File: config.mk
export PLATFORM = sky130hd
export DESIGN_NAME = lfu_cache_with_lru_tiebreak
export DESIGN_NICKNAME = d
export VERILOG_FILES = /design/src/lfu_pkg.sv /design/src/lfu_cache_with_lru_tiebreak.sv
export SDC_FILE = /design/constraint.sdc
export NUM_CORES = 2
export LEC_CHECK = 0
export ABC_CLOCK_PERIOD_IN_PS = 15600
export BUFFER_PORTS_ARGS = -buffer_cell sky130_fd_sc_hd__buf_2
export CAP_MARGIN = 20
export CORE_ASPECT_RATIO = 0.8
export CORE_UTILIZATION = 35
export DETAILED_ROUTE_END_ITERATION = 10
export SLEW_MARGIN = 40
export SYNTH_ARGS = -nofsm -noshare
export SYNTH_HDL_FRONTEND = slang
export SYNTH_SLANG_ARGS = --single-unit
File: constraint.sdc
create_clock -name aclk -period 15.6 [get_ports aclk]
set_input_delay 0.78 -clock aclk [delete_from_list [all_inputs] [get_ports aclk]]
set_output_delay 0.78 -clock aclk [all_outputs]
set_load 0.01 [all_outputs]
File: src/lfu_pkg.sv
// lfu_pkg: shared types and constants of the frequency-ranked key-value cache
// no dependencies

package lfu_pkg;

    localparam int CAPACITY_DEFAULT    = 16;
    localparam int COUNT_WIDTH_DEFAULT = 16;
    localparam int KEY_WIDTH           = 32;
    localparam int VALUE_WIDTH         = 32;
    localparam int CAP_CFG_WIDTH       = 5;

    localparam logic [CAP_CFG_WIDTH-1:0] CAP_CFG_RESET = 5'd16;

    localparam logic CMD_GET = 1'b0;
    localparam logic CMD_PUT = 1'b1;

    typedef enum logic [2:0] {
        ST_IDLE,
        ST_SCAN,
        ST_SCAN_WAIT,
        ST_DECIDE,
        ST_UPD,
        ST_UPD_WAIT,
        ST_DONE
    } lfu_state_t;

endpackage

File: src/lfu_cache_with_lru_tiebreak.sv
// lfu_cache_with_lru_tiebreak: key-value cache, least-frequently-used eviction,
// least-recently-used among equal counts; entries live in one synchronous ram
// depends on lfu_pkg
//
// usage:
//   s_ channel carries one request item (command, lookup_key, write_value);
//   m_ channel returns one item per request (hit, read_value). both channels
//   use valid/ready. cfg_wr_en/cfg_wr_data write capacity_in_use; the user
//   must write it only while the block is idle (the block does not enforce it).
// timing:
//   every request sweeps the entry ram once (CAPACITY reads, one per cycle)
//   to find the key, a free slot and the eviction candidate. a request that
//   changes state sweeps it a second time, read-modify-write one entry per
//   cycle, to age recency ranks and write the touched slot. a get miss or a
//   put at zero capacity has no second sweep. one request is worked on at
//   a time.
// reset:
//   cache empty (valid bits and occupancy cleared), capacity_in_use = 16.
//   ram contents are not cleared; invalid entries are never used.
// stall:
//   the result waits in an output register; if it is still not taken when
//   the next result is ready, the block holds that request until it is.

module lfu_cache_with_lru_tiebreak #(
    parameter int CAPACITY    = lfu_pkg::CAPACITY_DEFAULT,
    parameter int COUNT_WIDTH = lfu_pkg::COUNT_WIDTH_DEFAULT
) (
    input  logic        aclk,
    input  logic        aresetn,
    input  logic        cfg_wr_en,
    input  logic [4:0]  cfg_wr_data,
    input  logic        s_valid,
    output logic        s_ready,
    input  logic        s_command,
    input  logic signed [31:0] s_lookup_key,
    input  logic signed [31:0] s_write_value,
    output logic        m_valid,
    input  logic        m_ready,
    output logic        m_hit,
    output logic signed [31:0] m_read_value
);

    localparam int KW = lfu_pkg::KEY_WIDTH;
    localparam int VW = lfu_pkg::VALUE_WIDTH;
    localparam int IW = (CAPACITY > 1) ? $clog2(CAPACITY) : 1;
    localparam int RW = IW;
    localparam int OW = $clog2(CAPACITY + 1);
    localparam int LW = (OW > lfu_pkg::CAP_CFG_WIDTH) ? OW : lfu_pkg::CAP_CFG_WIDTH;
    localparam int CNT_LSB = RW;
    localparam int VAL_LSB = RW + COUNT_WIDTH;
    localparam int KEY_LSB = RW + COUNT_WIDTH + VW;
    localparam int WW      = KEY_LSB + KW;
    localparam logic [IW-1:0] LAST_IDX = IW'(CAPACITY - 1);

    lfu_pkg::lfu_state_t state_reg, state_next;

    // entry ram: {key, value, count, rank}
    logic [WW-1:0] mem [CAPACITY];
    logic [WW-1:0] mem_q;
    logic          rd_en;
    logic [IW-1:0] rd_addr;
    logic          wr_en;
    logic [IW-1:0] wr_addr;
    logic [WW-1:0] wr_data;

    logic [CAPACITY-1:0] valid_reg;
    logic [OW-1:0]       occ_reg;
    logic [4:0]          cap_cfg_reg;

    logic [IW-1:0] idx_reg;
    logic          pend_scan_reg;
    logic          pend_upd_reg;
    logic [IW-1:0] pend_idx_reg;

    logic          cmd_reg;
    logic [KW-1:0] key_reg;
    logic [VW-1:0] val_reg;

    logic                   match_found_reg;
    logic [IW-1:0]          match_idx_reg;
    logic [RW-1:0]          match_rank_reg;
    logic [VW-1:0]          match_value_reg;
    logic [COUNT_WIDTH-1:0] match_count_reg;
    logic                   free_found_reg;
    logic [IW-1:0]          free_idx_reg;
    logic                   vic_found_reg;
    logic [IW-1:0]          vic_idx_reg;
    logic [COUNT_WIDTH-1:0] vic_count_reg;
    logic [RW-1:0]          vic_rank_reg;

    logic [IW-1:0] slot_reg, slot_next;
    logic [WW-1:0] slot_word_reg, slot_word_next;
    logic [RW-1:0] old_rank_reg, old_rank_next;
    logic          age_all_reg, age_all_next;
    logic          do_upd_next;
    logic          set_valid_next;
    logic          res_hit_reg;
    logic [VW-1:0] res_val_reg, res_val_next;

    logic          m_valid_reg;
    logic          m_hit_reg;
    logic [VW-1:0] m_value_reg;

    logic                   q_valid;
    logic [KW-1:0]          q_key;
    logic [COUNT_WIDTH-1:0] q_count;
    logic [RW-1:0]          q_rank;
    logic [LW-1:0]          cap_ext;
    logic [LW-1:0]          cap_lim;
    logic [COUNT_WIDTH-1:0] cnt_inc;
    logic                   s_acc;
    logic                   out_free;

    assign s_acc    = s_valid && s_ready;
    assign out_free = !m_valid_reg || m_ready;

    assign q_valid = valid_reg[pend_idx_reg];
    assign q_key   = mem_q[KEY_LSB +: KW];
    assign q_count = mem_q[CNT_LSB +: COUNT_WIDTH];
    assign q_rank  = mem_q[RW-1:0];

    assign cap_ext = LW'(cap_cfg_reg);
    assign cap_lim = (cap_ext > LW'(CAPACITY)) ? LW'(CAPACITY) : cap_ext;
    assign cnt_inc = (&match_count_reg) ? match_count_reg
                                        : match_count_reg + COUNT_WIDTH'(1);

    // ram
    always_ff @(posedge aclk) begin
        if (wr_en) begin
            mem[wr_addr] <= wr_data;
        end
        if (rd_en) begin
            mem_q <= mem[rd_addr];
        end
    end

    // next state
    always_comb begin
        state_next = state_reg;
        unique case (state_reg)
            lfu_pkg::ST_IDLE: begin
                if (s_valid) state_next = lfu_pkg::ST_SCAN;
            end
            lfu_pkg::ST_SCAN: begin
                if (idx_reg == LAST_IDX) state_next = lfu_pkg::ST_SCAN_WAIT;
            end
            lfu_pkg::ST_SCAN_WAIT: state_next = lfu_pkg::ST_DECIDE;
            lfu_pkg::ST_DECIDE: begin
                state_next = do_upd_next ? lfu_pkg::ST_UPD : lfu_pkg::ST_DONE;
            end
            lfu_pkg::ST_UPD: begin
                if (idx_reg == LAST_IDX) state_next = lfu_pkg::ST_UPD_WAIT;
            end
            lfu_pkg::ST_UPD_WAIT: state_next = lfu_pkg::ST_DONE;
            lfu_pkg::ST_DONE: begin
                if (out_free) state_next = lfu_pkg::ST_IDLE;
            end
            default: state_next = lfu_pkg::ST_IDLE;
        endcase
    end

    // outputs of the state machine
    always_comb begin
        s_ready = 1'b0;
        rd_en   = 1'b0;
        unique case (state_reg)
            lfu_pkg::ST_IDLE: s_ready = 1'b1;
            lfu_pkg::ST_SCAN, lfu_pkg::ST_UPD: rd_en = 1'b1;
            default: begin
                s_ready = 1'b0;
                rd_en   = 1'b0;
            end
        endcase
    end
    assign rd_addr = idx_reg;

    // decide what the request does once the sweep is complete
    always_comb begin
        do_upd_next    = 1'b0;
        set_valid_next = 1'b0;
        age_all_next   = 1'b0;
        slot_next      = match_idx_reg;
        old_rank_next  = match_rank_reg;
        slot_word_next = {key_reg, val_reg, COUNT_WIDTH'(1), RW'(0)};
        if (cmd_reg == lfu_pkg::CMD_PUT) begin
            res_val_next = '0;
        end else begin
            res_val_next = match_found_reg ? match_value_reg : '1;
        end
        if (cmd_reg == lfu_pkg::CMD_GET) begin
            if (match_found_reg) begin
                do_upd_next    = 1'b1;
                slot_word_next = {key_reg, match_value_reg, cnt_inc, RW'(0)};
            end
        end else if (cap_lim != '0) begin
            priority if (match_found_reg) begin
                do_upd_next    = 1'b1;
                slot_word_next = {key_reg, val_reg, cnt_inc, RW'(0)};
            end else if (LW'(occ_reg) < cap_lim && free_found_reg) begin
                // fill a free slot, every present entry ages
                do_upd_next    = 1'b1;
                set_valid_next = 1'b1;
                age_all_next   = 1'b1;
                slot_next      = free_idx_reg;
            end else if (vic_found_reg) begin
                do_upd_next   = 1'b1;
                slot_next     = vic_idx_reg;
                old_rank_next = vic_rank_reg;
            end else begin
                do_upd_next = 1'b0;
            end
        end
    end

    // write-back during the update sweep
    always_comb begin
        wr_en   = pend_upd_reg;
        wr_addr = pend_idx_reg;
        wr_data = mem_q;
        if (pend_idx_reg == slot_reg) begin
            wr_data = slot_word_reg;
        end else if (q_valid && (age_all_reg || q_rank < old_rank_reg)) begin
            wr_data = {mem_q[WW-1:RW], q_rank + RW'(1)};
        end
    end

    always_ff @(posedge aclk) begin
        if (!aresetn) begin
            state_reg     <= lfu_pkg::ST_IDLE;
            valid_reg     <= '0;
            occ_reg       <= '0;
            cap_cfg_reg   <= lfu_pkg::CAP_CFG_RESET;
            idx_reg       <= '0;
            pend_scan_reg <= 1'b0;
            pend_upd_reg  <= 1'b0;
            m_valid_reg   <= 1'b0;
        end else begin
            state_reg     <= state_next;
            pend_scan_reg <= (state_reg == lfu_pkg::ST_SCAN);
            pend_upd_reg  <= (state_reg == lfu_pkg::ST_UPD);
            if (cfg_wr_en) begin
                cap_cfg_reg <= cfg_wr_data;
            end
            if (state_reg == lfu_pkg::ST_SCAN || state_reg == lfu_pkg::ST_UPD) begin
                idx_reg <= (idx_reg == LAST_IDX) ? '0 : idx_reg + IW'(1);
            end
            if (state_reg == lfu_pkg::ST_DECIDE && set_valid_next) begin
                valid_reg[slot_next] <= 1'b1;
                occ_reg              <= occ_reg + OW'(1);
            end
            if (state_reg == lfu_pkg::ST_DONE && out_free) begin
                m_valid_reg <= 1'b1;
            end else if (m_ready) begin
                m_valid_reg <= 1'b0;
            end
        end
    end

    // payload registers
    always_ff @(posedge aclk) begin
        pend_idx_reg <= idx_reg;
        if (s_acc) begin
            cmd_reg         <= s_command;
            key_reg         <= s_lookup_key;
            val_reg         <= s_write_value;
            match_found_reg <= 1'b0;
            free_found_reg  <= 1'b0;
            vic_found_reg   <= 1'b0;
        end
        if (pend_scan_reg) begin
            if (q_valid && q_key == key_reg && !match_found_reg) begin
                match_found_reg <= 1'b1;
                match_idx_reg   <= pend_idx_reg;
                match_rank_reg  <= q_rank;
                match_value_reg <= mem_q[VAL_LSB +: VW];
                match_count_reg <= q_count;
            end
            if (!q_valid && !free_found_reg) begin
                free_found_reg <= 1'b1;
                free_idx_reg   <= pend_idx_reg;
            end
            // lowest count, then oldest
            if (q_valid && (!vic_found_reg || q_count < vic_count_reg ||
                            (q_count == vic_count_reg && q_rank > vic_rank_reg))) begin
                vic_found_reg <= 1'b1;
                vic_idx_reg   <= pend_idx_reg;
                vic_count_reg <= q_count;
                vic_rank_reg  <= q_rank;
            end
        end
        if (state_reg == lfu_pkg::ST_DECIDE) begin
            slot_reg      <= slot_next;
            slot_word_reg <= slot_word_next;
            old_rank_reg  <= old_rank_next;
            age_all_reg   <= age_all_next;
            res_hit_reg   <= match_found_reg;
            res_val_reg   <= res_val_next;
        end
        if (state_reg == lfu_pkg::ST_DONE && out_free) begin
            m_hit_reg   <= res_hit_reg;
            m_value_reg <= res_val_reg;
        end
    end

    assign m_valid      = m_valid_reg;
    assign m_hit        = m_hit_reg;
    assign m_read_value = m_value_reg;

    a_occ_matches_valid: assert property (@(posedge aclk) disable iff (!aresetn)
        $countones(valid_reg) == int'(occ_reg))
        else $error("occupancy out of step with valid bits");

    a_occ_bound: assert property (@(posedge aclk) disable iff (!aresetn)
        int'(occ_reg) <= CAPACITY)
        else $error("occupancy above capacity");

    a_no_write_in_scan: assert property (@(posedge aclk) disable iff (!aresetn)
        wr_en |-> !pend_scan_reg && !rd_en || state_reg == lfu_pkg::ST_UPD)
        else $error("ram write outside update sweep");

    a_hold_on_stall: assert property (@(posedge aclk) disable iff (!aresetn)
        (state_reg == lfu_pkg::ST_DONE && m_valid_reg && !m_ready)
        |=> state_reg == lfu_pkg::ST_DONE)
        else $error("result dropped while receiver stalled");

endmodule
==> run metrics <==
max incr delay on CP=0.73 ns; # rows=143; vias in the first global route=31.1k; CTS Buf Count=175; Post-Synth XOR/XNOR Area=0.689%; Sw Ratio=23.0%; Die H=394 um; Critical Path Most Common Cell=buf_4; H-tree Lvls=4; ys flop type=edfxtp_1; CTS tree=yes; critical path endpoint category=flip-flop; largest net degree at the start of global routing=85; Fmax=245 MHz; Final Hold Vio Count=0; Comb pwr share=9.3%; Synth async-reset ratio=0%; Syn Nets=3023; Post-CTS Resized=0; Post-synth EDFFs=1732; layout cells sized above 1=31.0%; delay-heaviest family, CP=simple AND/OR/NAND/NOR gates; Crit Path Category=flip-flop to flip-flop; area grow syn2layout=14.2%; relative slew slack=42.7%; Worst-Margin Slew=0.859 ns; core area=0.191 mm2; main combinational cell family by area after synthesis=multiplexers; I/O Buffers=109; DR vias/cell=5.20; number of flip-flops in the largest register=1344; Hold Path Class=primary input to flip-flop; synthesis-stage register bit count=1775; cell area after layout=0.0770 mm2; CP Cell Sequence=xor2_1 -> nor4_1 -> nand4_1 -> or4_1 -> nor3_2 -> buf_4 -> buf_4; cell leakage power=23.5 nW; hold_buf cts=0; Final Max Slew Viols=0; width of the die=493 um; Tot Pwr=0.0106 W; Syn. warnings=0; final net count=3253; VDD IR max=119 uV; Final GP Congestion=0.733; I/O pin count=110; initial core utilization=35.4%; clock power share=37.6%; Synth Area in Compound Gates=1.25%; # DRC=0; largest driver fanout on the critical path=37; die area=0.194 mm2; Final Core Density=40.4%; Mapped Cells=2917; clock sinks=1775; first-pass GRT wire length=220000 um; DR iter-0 viols=3550; post-synthesis mux area share=16.2%; Post-Synthesis Cell Area=0.0674 mm2; clock root buffer=clkbuf_16; CP max stage cell=nor4_1; Worst-Skew Late Latency=0.81 ns; CP Buf/Inv Count=2; Post-DRT Antenna Nets=0; crit start category=flip-flop; Detail Placement HPWL=75500 um; post-DR wirelength/cell=25.9 um; GR met3 Demand/Resource=2.84%; Reg clk slew, reported paths=0.06 ns; GR met2 Demand/Resource=24.5%; placed inst area=0.0715 mm2; post-layout minimum cycle time=4.07 ns; Pint=0.00817 W; Overflow after GRT=0; Flop pwr share=53.0%; Pwr per Cell Area=138 mW/mm2; Worst Clk Skew=0.0659 ns; final period utilization=26.1%; WL final=151000 um; clock buffer depth=3; RSZ-0062 raised after global routing=false; Worst Path Required=15.98 ns; initial antenna violation count=10; endpoints failing setup=0; overall routing resource usage=15.5%; Avg Inst Size Synth=23.1 um2; post-synthesis simple-gate area fraction=1.60%; Yosys cell types=68; status=finished, final reports clean; FILL cells=16.5k; grt peak-use layer=met2; FF-to-FF setup slack=11.53 ns; first-pass iteration count of the detailed router=5; part of the Yosys area used for sequential elements=78.5%; share of the synthesized area in the top cell type=77.2%; worst hold slack=0.150 ns; Synth Area in Adders=0.576%; Post-CTS Setup Repair Bufs=0; Psw=0.00244 W; worst path arrival time=4.46 ns; setup TNS=0 ns; biggest area consumer among synthesized cells=edfxtp_1; # Max-Cap Violations=0; total number of vias=30.3k; met1 usage=22.4%; largest cells by area after synthesis=edfxtp_1 77%, mux4_2 14%, mux2_2 1.9%
synthesized netlist by cell type (all sizes together) (2+ instances only):
cell type,n
xor2,40
and3,5
a221oi,3
nor3b,2
ha,31
mux4,425
a32o,4
o41ai,7
a211o,2
edfxtp,1732
o21ai,12
nand3b,5
nand2,43
a21oi,54
nand2b,12
clkbuf,68
o211ai,3
a21o,6
nor2b,8
nor4,14
a31oi,3
mux2,113
buf,61
or4,2
dfxtp,43
inv,68
xnor2,13
o31ai,6
nand4,14
or2,3
nor3,14
a211oi,3
nor2,49
nand3,16
mux2i,8
o31a,2
and2,3
o21a,2
or3,3
nor4b,4
metal layers:
layer	part of all wire (%)	wire [um]
met1	44	66500
met2	48	72100
met3	6.7	10100
met4	1.4	2150
met5	0.023	35
kinds of logic after synthesis:
family                     after synthesis
DFF                                   1775
and+or+nand+nor                        201
buffers and inverters                  198
AOI/OAI and AO/OA                      113
adders and majority gates               31
muxes                                  546
xor gates and xnor gates                53
cells in the final DEF, fill, tap and decap left out, types with 12 or more instances in the layout:
cell       Yosys  routed
edfxtp_1    1732    1732
mux4_2       425     425
clkbuf_16      0     176
mux2_2       113     113
buf_2         39     109
inv_1         66      65
a21oi_1       54      51
clkinv_1       1      43
nand2_1       41      41
xor2_1        40      40
dfxtp_1       43      38
clkbuf_1      68      38
buf_4          2      36
nor2_1        49      35
clkinv_2       0      34
ha_1          31      31
buf_6          1      22
nand3_1       15      15
nand4_1       14      14
xnor2_1       13      13
nand2b_1      12      12
nor2_4         0      12
stage by stage:
stage / std cells / setup slack (ns)
after global routing: 5825 / 11.32
after global placement: 5497 / 10.81
after CTS: 5821 / 11.33
after floorplan: 2917 / 8.39
final: 5828 / 11.53
after detailed placement: 5505 / 11.27
power by group through the flow:
stage / Clock (W) / Sequential (W) / Combinational [W]
final: 0.00399 / 0.00563 / 0.000988
after global placement: 0 / 0.00573 / 0.000979
after global routing: 0.00425 / 0.00564 / 0.00108
after floorplan: 0 / 0.00569 / 0.000744
after CTS: 0.00408 / 0.00563 / 0.00100
after detailed placement: 0 / 0.00573 / 0.00100
path summary, 6_finish.rpt:
check                   startpoint                 end  depth (start not counted)
setup / recovery         mem_q[76]   match_rank_reg[0]                          7
hold / removal    s_lookup_key[19]         key_reg[19]                          1
setup reg to reg         mem_q[76]   match_rank_reg[0]                          7
hold reg to reg          mem_q[28]  match_value_reg[8]                          0
final cells by class:
class | count | area, um2 | area share, %
clock buffers | 214 | 4550 | 5.91
diodes | 5 | 12.5 | 0.0163
repair buffers | 182 | 1360 | 1.76
inverters | 69 | 264 | 0.343
well taps | 2537 | 3170 | 4.12
clock inverters | 102 | 835 | 1.08
flip-flops and latches | 1775 | 52900 | 68.7
multi-input cells | 944 | 13900 | 18.1
No activity file was read; power rests on OpenSTA's default activity.
